===== config.mk =====
export PLATFORM = sky130hd
export DESIGN_NAME = scan_sector_minimum_unit
export DESIGN_NICKNAME = d
export VERILOG_FILES = /design/src/rtl/ssm_pkg.sv /design/src/rtl/ssm_cfg_regs.sv /design/src/rtl/ssm_accum.sv /design/src/rtl/scan_sector_minimum_unit.sv
export SDC_FILE = /design/constraint.sdc
export NUM_CORES = 1
export LEC_CHECK = 0
export BUFFER_PORTS_ARGS = -buffer_cell sky130_fd_sc_hd__buf_4
export CORE_ASPECT_RATIO = 1.4
export CORE_MARGIN = 8
export CORE_UTILIZATION = 65
export DETAILED_ROUTE_END_ITERATION = 7
export GPL_TIMING_DRIVEN = 1
export PLACE_DENSITY = 0.86
export SLEW_MARGIN = 40
export SYNTH_ARGS = -nofsm -noshare
export SYNTH_HDL_FRONTEND = slang
export SYNTH_SLANG_ARGS = --single-unit
export TNS_END_PERCENT = 20

===== constraint.sdc =====
create_clock -name i_clk -period 5.6 [get_ports i_clk]
set_clock_uncertainty 0.05 [all_clocks]
set_input_delay 0.28 -clock i_clk [delete_from_list [all_inputs] [get_ports i_clk]]
set_output_delay 0.28 -clock i_clk [all_outputs]
set_load 0.02 [all_outputs]

===== src/rtl/ssm_pkg.sv =====
// shared types, constants and register codes for the scan sector minimum block
package ssm_pkg;

    // field widths
    localparam int RANGE_W   = 16;
    localparam int ANGLE_W   = 16;
    localparam int CFG_IDX_W = 3;
    localparam int CFG_DAT_W = 16;

    typedef logic [RANGE_W-1:0] t_range;
    typedef logic [ANGLE_W-1:0] t_angle;

    // empty sector / saturated range value
    localparam t_range RANGE_MAX = {RANGE_W{1'b1}};

    // sector boundaries as binary angles
    localparam t_angle ANG_QUARTER = t_angle'(1 << (ANGLE_W - 2));
    localparam t_angle ANG_THREE_Q = t_angle'(3 << (ANGLE_W - 2));
    localparam t_angle ANG_DEG30   = t_angle'((1 << ANGLE_W) / 12);
    localparam t_angle ANG_DEG330  = t_angle'((1 << ANGLE_W) - ((1 << ANGLE_W) / 12));

    // register reset values
    localparam t_range WIDE_LIMIT_RST   = t_range'(1200);
    localparam t_range NARROW_LIMIT_RST = t_range'(200);

    // configuration register indexes
    typedef enum logic [CFG_IDX_W-1:0] {
        CFG_START_ANGLE  = 3'd0,
        CFG_ANGLE_STEP   = 3'd1,
        CFG_CONE_MODE    = 3'd2,
        CFG_WIDE_LIMIT   = 3'd3,
        CFG_NARROW_LIMIT = 3'd4
    } t_cfg_idx;

    // obstacle cone selection
    typedef enum logic [1:0] {
        MODE_WIDE   = 2'd0,
        MODE_NARROW = 2'd1,
        MODE_NONE   = 2'd2,
        MODE_OFF    = 2'd3
    } t_cone_mode;

    typedef struct packed {
        t_angle            start_angle;
        logic signed [15:0] angle_step;
        t_cone_mode        cone_mode;
        t_range            wide_limit_mm;
        t_range            narrow_limit_mm;
    } t_cfg;

    typedef struct packed {
        t_range range_mm;
        logic   sample_valid;
        logic   last_sample;
    } t_in_item;

    typedef struct packed {
        t_range nearest_mm;
        t_angle nearest_bearing;
        t_range left_clear_mm;
        t_range right_clear_mm;
        t_range front_clear_mm;
        logic   obstacle_seen;
    } t_out_item;

endpackage


===== src/rtl/ssm_cfg_regs.sv =====
// configuration register file for the scan sector minimum block
module ssm_cfg_regs
    import ssm_pkg::*;
(
    input  logic                 i_clk,
    input  logic                 i_rst_n,
    input  logic                 i_we,
    input  logic [CFG_IDX_W-1:0] i_index,
    input  logic [CFG_DAT_W-1:0] i_data,
    output t_cfg                 o_cfg
);

    t_cfg r_cfg;
    t_cfg n_cfg;

    // register write decode
    always_comb begin
        n_cfg = r_cfg;
        if (i_we) begin
            unique case (i_index)
                CFG_START_ANGLE:  n_cfg.start_angle     = t_angle'(i_data);
                CFG_ANGLE_STEP:   n_cfg.angle_step      = $signed(i_data[15:0]);
                CFG_CONE_MODE:    n_cfg.cone_mode       = t_cone_mode'(i_data[1:0]);
                CFG_WIDE_LIMIT:   n_cfg.wide_limit_mm   = t_range'(i_data);
                CFG_NARROW_LIMIT: n_cfg.narrow_limit_mm = t_range'(i_data);
                default:          n_cfg = r_cfg;
            endcase
        end
    end

    always_ff @(posedge i_clk) begin
        if (!i_rst_n) begin
            r_cfg.start_angle     <= '0;
            r_cfg.angle_step      <= '0;
            r_cfg.cone_mode       <= MODE_WIDE;
            r_cfg.wide_limit_mm   <= WIDE_LIMIT_RST;
            r_cfg.narrow_limit_mm <= NARROW_LIMIT_RST;
        end else begin
            r_cfg <= n_cfg;
        end
    end

    assign o_cfg = r_cfg;

endmodule


===== src/rtl/ssm_accum.sv =====
// per-scan bearing and minimum accumulators with the sample update logic
module ssm_accum
    import ssm_pkg::*;
(
    input  logic      i_clk,
    input  logic      i_rst_n,
    input  t_cfg      i_cfg,
    input  logic      i_upd,
    input  t_in_item  i_item,
    output t_out_item o_res,
    output logic      o_emit
);

    logic   r_scan_start;
    t_angle r_bearing_acc;
    t_range r_best_range;
    t_angle r_best_bearing;
    t_range r_left_min;
    t_range r_right_min;
    t_range r_front_min;
    logic   r_hit_flag;

    logic   n_scan_start;
    t_angle n_bearing_acc;
    t_range n_best_range;
    t_angle n_best_bearing;
    t_range n_left_min;
    t_range n_right_min;
    t_range n_front_min;
    logic   n_hit_flag;

    t_angle bearing;
    logic   in_front;
    logic   in_wide;
    logic   active;

    // bearing of this sample and sector membership
    assign bearing  = r_scan_start ? i_cfg.start_angle : r_bearing_acc;
    assign in_front = (bearing <= ANG_DEG30) || (bearing >= ANG_DEG330);
    assign in_wide  = (bearing <= ANG_QUARTER) || (bearing >= ANG_THREE_Q);
    assign active   = (i_cfg.cone_mode != MODE_OFF);
    assign o_emit   = active && i_item.last_sample;

    // running minima including the current sample
    always_comb begin
        n_best_range   = r_best_range;
        n_best_bearing = r_best_bearing;
        n_left_min     = r_left_min;
        n_right_min    = r_right_min;
        n_front_min    = r_front_min;
        n_hit_flag     = r_hit_flag;
        if (i_item.sample_valid) begin
            if (i_item.range_mm < r_best_range) begin
                n_best_range   = i_item.range_mm;
                n_best_bearing = bearing;
            end
            if ((bearing != '0) && (bearing <= ANG_QUARTER)) begin
                if (i_item.range_mm < r_left_min) begin
                    n_left_min = i_item.range_mm;
                end
            end else if (bearing >= ANG_THREE_Q) begin
                if (i_item.range_mm < r_right_min) begin
                    n_right_min = i_item.range_mm;
                end
            end
            if (in_front && (i_item.range_mm < r_front_min)) begin
                n_front_min = i_item.range_mm;
            end
            if ((i_cfg.cone_mode == MODE_WIDE) && in_wide
                    && (i_item.range_mm < i_cfg.wide_limit_mm)) begin
                n_hit_flag = 1'b1;
            end else if ((i_cfg.cone_mode == MODE_NARROW) && in_front
                    && (i_item.range_mm < i_cfg.narrow_limit_mm)) begin
                n_hit_flag = 1'b1;
            end
        end
        n_bearing_acc = bearing + t_angle'(i_cfg.angle_step);
        n_scan_start  = 1'b0;
    end

    // result of a closing sample
    always_comb begin
        o_res.nearest_mm      = n_best_range;
        o_res.nearest_bearing = n_best_bearing;
        o_res.left_clear_mm   = n_left_min;
        o_res.right_clear_mm  = n_right_min;
        o_res.front_clear_mm  = n_front_min;
        o_res.obstacle_seen   = n_hit_flag;
    end

    // accumulator update, cleared after the last sample of a scan
    always_ff @(posedge i_clk) begin
        if (!i_rst_n || (i_upd && o_emit)) begin
            r_scan_start   <= 1'b1;
            r_bearing_acc  <= '0;
            r_best_range   <= RANGE_MAX;
            r_best_bearing <= '0;
            r_left_min     <= RANGE_MAX;
            r_right_min    <= RANGE_MAX;
            r_front_min    <= RANGE_MAX;
            r_hit_flag     <= 1'b0;
        end else if (i_upd && active) begin
            r_scan_start   <= n_scan_start;
            r_bearing_acc  <= n_bearing_acc;
            r_best_range   <= n_best_range;
            r_best_bearing <= n_best_bearing;
            r_left_min     <= n_left_min;
            r_right_min    <= n_right_min;
            r_front_min    <= n_front_min;
            r_hit_flag     <= n_hit_flag;
        end
    end

endmodule


===== src/rtl/scan_sector_minimum_unit.sv =====
// top level of the scan sector minimum block: input stage, accumulators, result register
// One range sample is taken per clock unless the input side stalls. A sample is held in
// an input register, the running bearing and the sector minima are updated from it in a
// single pass, and the sample flagged last_sample loads the result register and restarts
// the scan unless cone mode is off. Sustained rate is one sample per cycle without stalls;
// a result passes the input register and then the result register. The input side stalls
// only while a closing sample waits behind a result that the output side has not taken.
// Configuration writes are always ready and must only be made while no sample is in flight.
module scan_sector_minimum_unit
    import ssm_pkg::*;
(
    input  logic                 i_clk,
    input  logic                 i_rst_n,
    // sample request channel
    input  logic                 i_in_valid,
    output logic                 o_in_stall,
    input  t_in_item             i_in_item,
    // result channel
    output logic                 o_out_valid,
    input  logic                 i_out_stall,
    output t_out_item            o_out_item,
    // configuration write channel
    input  logic                 i_cfg_valid,
    output logic                 o_cfg_ready,
    input  logic [CFG_IDX_W-1:0] i_cfg_index,
    input  logic [CFG_DAT_W-1:0] i_cfg_data
);

    t_cfg      cfg;
    t_out_item res;
    logic      emit;
    logic      out_free;
    logic      advance;
    logic      in_accept;

    logic      r_s1_valid;
    t_in_item  r_s1_item;
    logic      r_out_valid;
    t_out_item r_out_item;

    assign o_cfg_ready = 1'b1;

    ssm_cfg_regs u_cfg (
        .i_clk   (i_clk),
        .i_rst_n (i_rst_n),
        .i_we    (i_cfg_valid && o_cfg_ready),
        .i_index (i_cfg_index),
        .i_data  (i_cfg_data),
        .o_cfg   (cfg)
    );

    ssm_accum u_accum (
        .i_clk   (i_clk),
        .i_rst_n (i_rst_n),
        .i_cfg   (cfg),
        .i_upd   (advance),
        .i_item  (r_s1_item),
        .o_res   (res),
        .o_emit  (emit)
    );

    // pipeline flow control
    assign out_free   = !r_out_valid || !i_out_stall;
    assign advance    = r_s1_valid && (out_free || !emit);
    assign o_in_stall = r_s1_valid && !advance;
    assign in_accept  = i_in_valid && !o_in_stall;

    // input register
    always_ff @(posedge i_clk) begin
        if (!i_rst_n) begin
            r_s1_valid <= 1'b0;
        end else if (in_accept) begin
            r_s1_valid <= 1'b1;
        end else if (advance) begin
            r_s1_valid <= 1'b0;
        end
    end

    always_ff @(posedge i_clk) begin
        if (in_accept) begin
            r_s1_item <= i_in_item;
        end
    end

    // result register
    always_ff @(posedge i_clk) begin
        if (!i_rst_n) begin
            r_out_valid <= 1'b0;
        end else if (advance && emit) begin
            r_out_valid <= 1'b1;
        end else if (!i_out_stall) begin
            r_out_valid <= 1'b0;
        end
    end

    always_ff @(posedge i_clk) begin
        if (advance && emit) begin
            r_out_item <= res;
        end
    end

    assign o_out_valid = r_out_valid;
    assign o_out_item  = r_out_item;

endmodule


* After elaboration in Yosys (flattened, before gate mapping) *
Index checks and enable logic that the tools add are counted.

operators by class
  add/sub/neg operators = 1
  $mul = 0
  divide/modulo/power cells = 0
  magnitude comparators = 10
  eq/ne operators = 7
  shifts and indexed selects = 0
  multiplexer cells = 21
  bitwise operators = 0
  reductions and logical operators = 32

operator list
  cell                    count
  $mux W16                14
  $lt A16 B16 Y1          6
  $ge A16 B16 Y1 const B  2
  $add A16 B16 Y16        1
  $le A16 B13 Y1 const B  1
  $le A16 B15 Y1 const B  1
  $reduce_bool A16 Y1     1
  $logic_and A1 B1 Y1     12
  $reduce_and A2 Y1       5
  $mux W1                 7
  $eq A3 B2 Y1 const B    2
  $logic_not A1 Y1        6
  $logic_or A1 B1 Y1      5
  $eq A3 B1 Y1 const B    1
  $eq A3 B3 Y1 const B    1
  $logic_not A3 Y1        1
  $eq A2 B1 Y1 const B    1
  $logic_not A2 Y1        1
  $ne A2 B1 Y1 const B    1
  $ne A2 B2 Y1 const B    1
  $reduce_bool A2 Y1      1

storage, ports and cells
  bits in registers = 265
  bits in latches = 0
  bits in writable memories = 0
  bits in read-only memories = 0
  input port bits = 42
  output and inout bits = 84
  logic and storage cells = 95
  memories = 0

* Depth between registers and ports, before layout *
  depth in word-level cells = 10
  gate-level depth with buffers = 15
  mapped depth without buffers = 13

* Modules after synthesis *
A second synthesis with hierarchy kept.

second synthesis, totals
  cells, all modules = 1388
  area, all modules = 13501.7 um2

modules (own cells, without submodules)
  module                    times used  cells each  area an instance (um2)  sequential area each (um2)
  ssm_accum                 1           1031        7870.0                  1961.9
  scan_sector_minimum_unit  1           112         3079.2                  3012.9
  ssm_cfg_regs              1           245         2552.4                  1321.3

* Worst setup path before layout *
Ideal clock, no wire load.

  path kind = reg2reg
  start = register r_out_valid (netlist: o_out_valid)
  end = register r_out_item (netlist bit o_out_item[0]) (enable)
  setup time = 0.435 ns
  arrival time = 2.547 ns
  required time = 5.115 ns
  slack = 2.568 ns
  cell stages (with the launch flop) = 6
  buffers on the path = 1
  cell sequence = dfxtp_1 > nand3_1 > and3_1 > clkbuf_1 > nand2_1 > inv_1

on the way
  cells in the longest elaborated chain, start to end = 5

ends and longest elaborated chain
  what                      RTL line                        source
  start: declaration        scan_sector_minimum_unit.sv:38  logic r_out_valid;
  start signal: assignment  scan_sector_minimum_unit.sv:88  r_out_valid <= 1'b0;
  start signal: assignment  scan_sector_minimum_unit.sv:90  r_out_valid <= 1'b1;
  start signal: assignment  scan_sector_minimum_unit.sv:92  r_out_valid <= 1'b0;
  $logic_not A1 Y1          scan_sector_minimum_unit.sv:63  assign out_free = !r_out_valid || !i_out_stall;
  $logic_or A1 B1 Y1        scan_sector_minimum_unit.sv:63
  $logic_or A1 B1 Y1        scan_sector_minimum_unit.sv:64  assign advance = r_s1_valid && (out_free || !emit);
  $logic_and A1 B1 Y1       scan_sector_minimum_unit.sv:64
  $logic_and A1 B1 Y1       scan_sector_minimum_unit.sv:97  if (advance && emit) begin
  end signal: assignment    scan_sector_minimum_unit.sv:98  r_out_item <= res;
  end: declaration          scan_sector_minimum_unit.sv:39  t_out_item r_out_item;

No other way between the ends.
A chain may end at the register's enable or synchronous reset.

* Worst setup path in the final report *
  start = register r_s1_item[7] (netlist name)
  end = register u_accum.r_front_min[9]

on the way
  cells in the longest elaborated chain, start to end = 4

ends and longest elaborated chain
  what                      RTL line                        source
  start: declaration        scan_sector_minimum_unit.sv:37  t_in_item r_s1_item;
  start signal: assignment  scan_sector_minimum_unit.sv:81  r_s1_item <= i_in_item;
  $lt A16 B16 Y1            ssm_accum.sv:66                 if (in_front && (i_item.range_mm < r_front_min)) begin
  $logic_and A1 B1 Y1       ssm_accum.sv:66
  $mux W16                  ssm_accum.sv:66
  $mux W16                  ssm_accum.sv:52                 if (i_item.sample_valid) begin
  end signal: assignment    ssm_accum.sv:109                r_front_min <= n_front_min;
  end: declaration          ssm_accum.sv:20                 t_range r_front_min;

No other way between the ends.

==> out/results.md <==
• run status: finished clean
• Crit path max-delay family: simple AND/OR/NAND/NOR gates
• number of antenna violations at the first check in global routing: 0
• number of nets with antenna violations after detailed routing: 0
• R2R Path End: u_accum.r_front_min[9]$_SDFFE_PP1P_
• Yosys warnings: 0
• total routed wirelength: 37600 um
• global route overflow: 0
• Buffers & Inverters on Critical Path: 0
• cell area power density: 269 nW/um2
• DRC marker count from the first detailed-route iteration: 967
• total routing resource utilization after global routing: 0.280
• Setup Crit Path Kind: register to register
• number of filler instances in the final layout: 1394
• number of placed I/O pins: 126
• MaxCap Viol Count: 0
• synthesis-to-finish area growth: 15.3%
• minimum setup slack among reg-to-reg paths: 1.88 ns
• EDFF count, synth: 99
• Yosys top cell by area: dfxtp_1
• Slew Viols, Final: 0
• pin count of the biggest net entering global routing: 75
• routed vias: 11100
• htree depth: 1
• Die ar.: 25800 um2
• HP Class: input pin to register
• CP required: 6.01 ns
• proportion of power drawn by combinational gates: 0.108
• Crit path largest cell delay: 0.85 ns
• top area cells in the synthesized netlist: dfxtp_1, edfxtp_1, ha_1
• cell-by-cell listing of the critical path: ha_1 > and3_1 > a21oi_1 > o21ai_0 > o41ai_1 > nand4b_4 > nor2_8 > mux2i_1
• maximum fanout along the worst path: 17
• worst-path cell with the longest stage delay: edfxtp_1
• clock power share: 0.391
• Synth async-reset ratio: 0
• hold path cells: 3
• DRC Markers: 0
• top-area cell type share of the netlist area: 0.245
• post-detail-place hpwl: 25800 um
• Die W: 138 um
• launch instance of the worst register-to-register path: r_s1_item[7]$_DFFE_PP_
• internal portion of total power: 3130 uW
• Static Leakage: 0.00690 uW
• clock latency on the worst-skew pair: 0.54 ns
• Post-Route Setup TNS: 0 ns
• clock sink count: 265
• y dimension of the die: 187 um
• detail-routed net length per standard cell: 21.2 um
• vias in the first global route: 11200
• clock period minus final worst setup slack: 3.72 ns
• setup ws final: 1.88 ns
• top-count cell post-synth: nand2_1
• starting utilization of the core area: 0.663
• clk buf depth: 3
• final weighted congestion in routability-driven placement: 0.943
• endpoint class of the critical path: register
• Crit path arrival time: 4.13 ns
• Core Util, Final: 0.765
• Final Hold Vio Count: 0
• clock tree from TritonCTS: built
• clock-pin slew on the worst setup and hold paths: 0.07 ns
• count of antenna diodes in the layout: 0
• worst setup timing slack at the placement stage: 1.96 ns
• reported net switching power: 1080 uW
• vias per cell: 6.24
• switching fraction of total power: 0.256
• share of the cycle needed by the critical path after routing: 0.664
• Startpoint Class: register
• most used flip-flop cell after synthesis: dfxtp_1
• IR Drop Worst-Case VDD: 0.241 mV
• endpoints failing setup: 0
• layout cell share with drive strength beyond 1: 0.159
• relative max-transition margin: 0.468
• worst-case reg-to-reg path depth: 8
• mean instance size in the synthesized netlist: 9.81 um2
• core area: 20500 um2
• end of the worst hold path: u_cfg.o_cfg[9]$_SDFFE_PN0P_
• RSZ-0062 raised after global routing: false
• most frequent cells after synthesis: nand2_1, dfxtp_1, inv_1
• input/output buffers: 124
• first-pass GRT wire length: 59300 um
• count of TritonRoute iterations in the first routing pass: 5
• Distinct cells, synth: 64
• cell at the root of the clock tree: clkbuf_16
• Hold Crit Start: i_cfg_data[9]
• TritonCTS Buffers: 25
• cells after synthesis: 1384
• Synthesized Nets: 1532
• Max Freq: 0.269 GHz
• number of nets in the final layout: 1650
• # rows: 62
• post-synth design cell area: 13600 um2
• number of storage elements in the synthesis netlist: 265
• pin slew with the least headroom to its limit: 0.798 ns
• sequential area share after synthesis: 0.464
• Reg power frac: 0.502
[kinds of logic after synthesis]
kind of cell / after synthesis / synth area share
fa+ha+maj: 106 / 0.0982
flops: 265 / 0.464
xor+xnor: 13 / 0.00838
simple gates: 375 / 0.124
mux: 113 / 0.0910
compound gates: 322 / 0.156
other cells: 1 / 0.000276
buf+inv: 189 / 0.0581
[sequential cells by signal, summed over array words and instances, names as in the netlist]
register and cells:
o_out_item 81, u_cfg.o_cfg 66, r_s1_item 18, u_accum.r_bearing_acc 16, u_accum.r_best_bearing 16, u_accum.r_best_range 16
u_accum.r_front_min 16, u_accum.r_left_min 16, u_accum.r_right_min 16, o_out_valid 1, r_s1_valid 1, u_accum.r_hit_flag 1
u_accum.r_scan_start 1
[cell usage in the layout (no fill, tap or decap), types with 5 or more instances in the layout]
master         synthesis  final
nand2_1              184    183
dfxtp_1              166    165
buf_4                  4    140
inv_1                115    114
ha_1                 105    105
edfxtp_1              99     99
nor2_1                84     84
o21ai_0               77     76
mux2i_1               63     63
o211ai_1              61     61
a21boi_0              60     60
a21oi_1               44     44
mux2_2                38     38
a21o_1                26     26
nand3_1               25     25
clkbuf_16              0     25
dlygate4sd3_1          0     25
o31ai_1               19     19
nor3_1                14     14
nand4_1               10     10
mux2_4                10     10
nor2b_1                9      9
and3_1                 8      8
nand2b_1               9      8
xnor2_1                8      8
a31oi_1                8      7
a211oi_1               6      6
nand3b_1               5      5
xor2_1                 5      5
[metal layers]
layer,share of wire,vias up,global-route usage
met4,0.076,0,0.194
met5,0,-,0
met3,0.067,156,0.0429
met2,0.49,525,0.488
li1,-,5135,-
met1,0.37,5268,0.307
[stage by stage]
step | instance area, um2 | std cells | hold slack, ns | total power [uW]
floorplan | 13600 | 1384 | 0.329 | 2420
global placement | 14600 | 1706 | 0.394 | 2560
detailed placement | 14600 | 1706 | 0.399 | 2570
CTS | 15600 | 1776 | 0.000471 | 4190
global route | 15700 | 1777 | 0.00528 | 4320
finish | 15700 | 1777 | 0.00537 | 4210
[power groups by stage]
stage | clock network (uW) | logic, uW | registers (uW)
after floorplan | 0 | 274 | 2150
after global placement | 0 | 409 | 2150
after detailed placement | 0 | 424 | 2150
after CTS | 1640 | 441 | 2110
after global routing | 1720 | 487 | 2110
final | 1640 | 452 | 2110
[how the worst max path moves through the flow]
stage,to,startpoint,cells after the start,slack [ns]
2_1_floorplan,o_out_item[0]$_DFFE_PP_,o_out_valid$_SDFFE_PN0P_,5,2.57
3_3_place_gp,u_accum.r_left_min[4]$_SDFFE_PP1P_,u_accum.r_scan_start$_SDFFE_PP1P_,9,1.59
3_5_place_dp,u_accum.r_front_min[12]$_SDFFE_PP1P_,r_s1_item[7]$_DFFE_PP_,8,1.96
4_1_cts,u_accum.r_front_min[9]$_SDFFE_PP1P_,r_s1_item[7]$_DFFE_PP_,8,1.95
5_1_grt,u_accum.r_bearing_acc[15]$_SDFFE_PP0P_,u_accum.r_scan_start$_SDFFE_PP1P_,12,1.69
6_report,u_accum.r_front_min[9]$_SDFFE_PP1P_,r_s1_item[7]$_DFFE_PP_,8,1.88
[tightest hold or removal path, cell delays in order]
cell and delay (ns):
buf_4 0.14, nand2_1 0.06, a21boi_0 0.07
[timing repair]
action,CTS,global route
gates resized for setup,0,0
setup buffers,0,0
hold buffers,24,1
hold endpoints to repair,25,1
[cell type report]
class	count	area [um2]	share of cell area
inverters	115	434	0.0277
clock buffers	30	654	0.0418
clock inverters	16	118	0.00751
well taps	256	320	0.0205
repair buffers	165	1300	0.0831
multi-input cells	930	6530	0.417
flip-flops and latches	265	6300	0.402
Power figures use the tool's default switching activity.
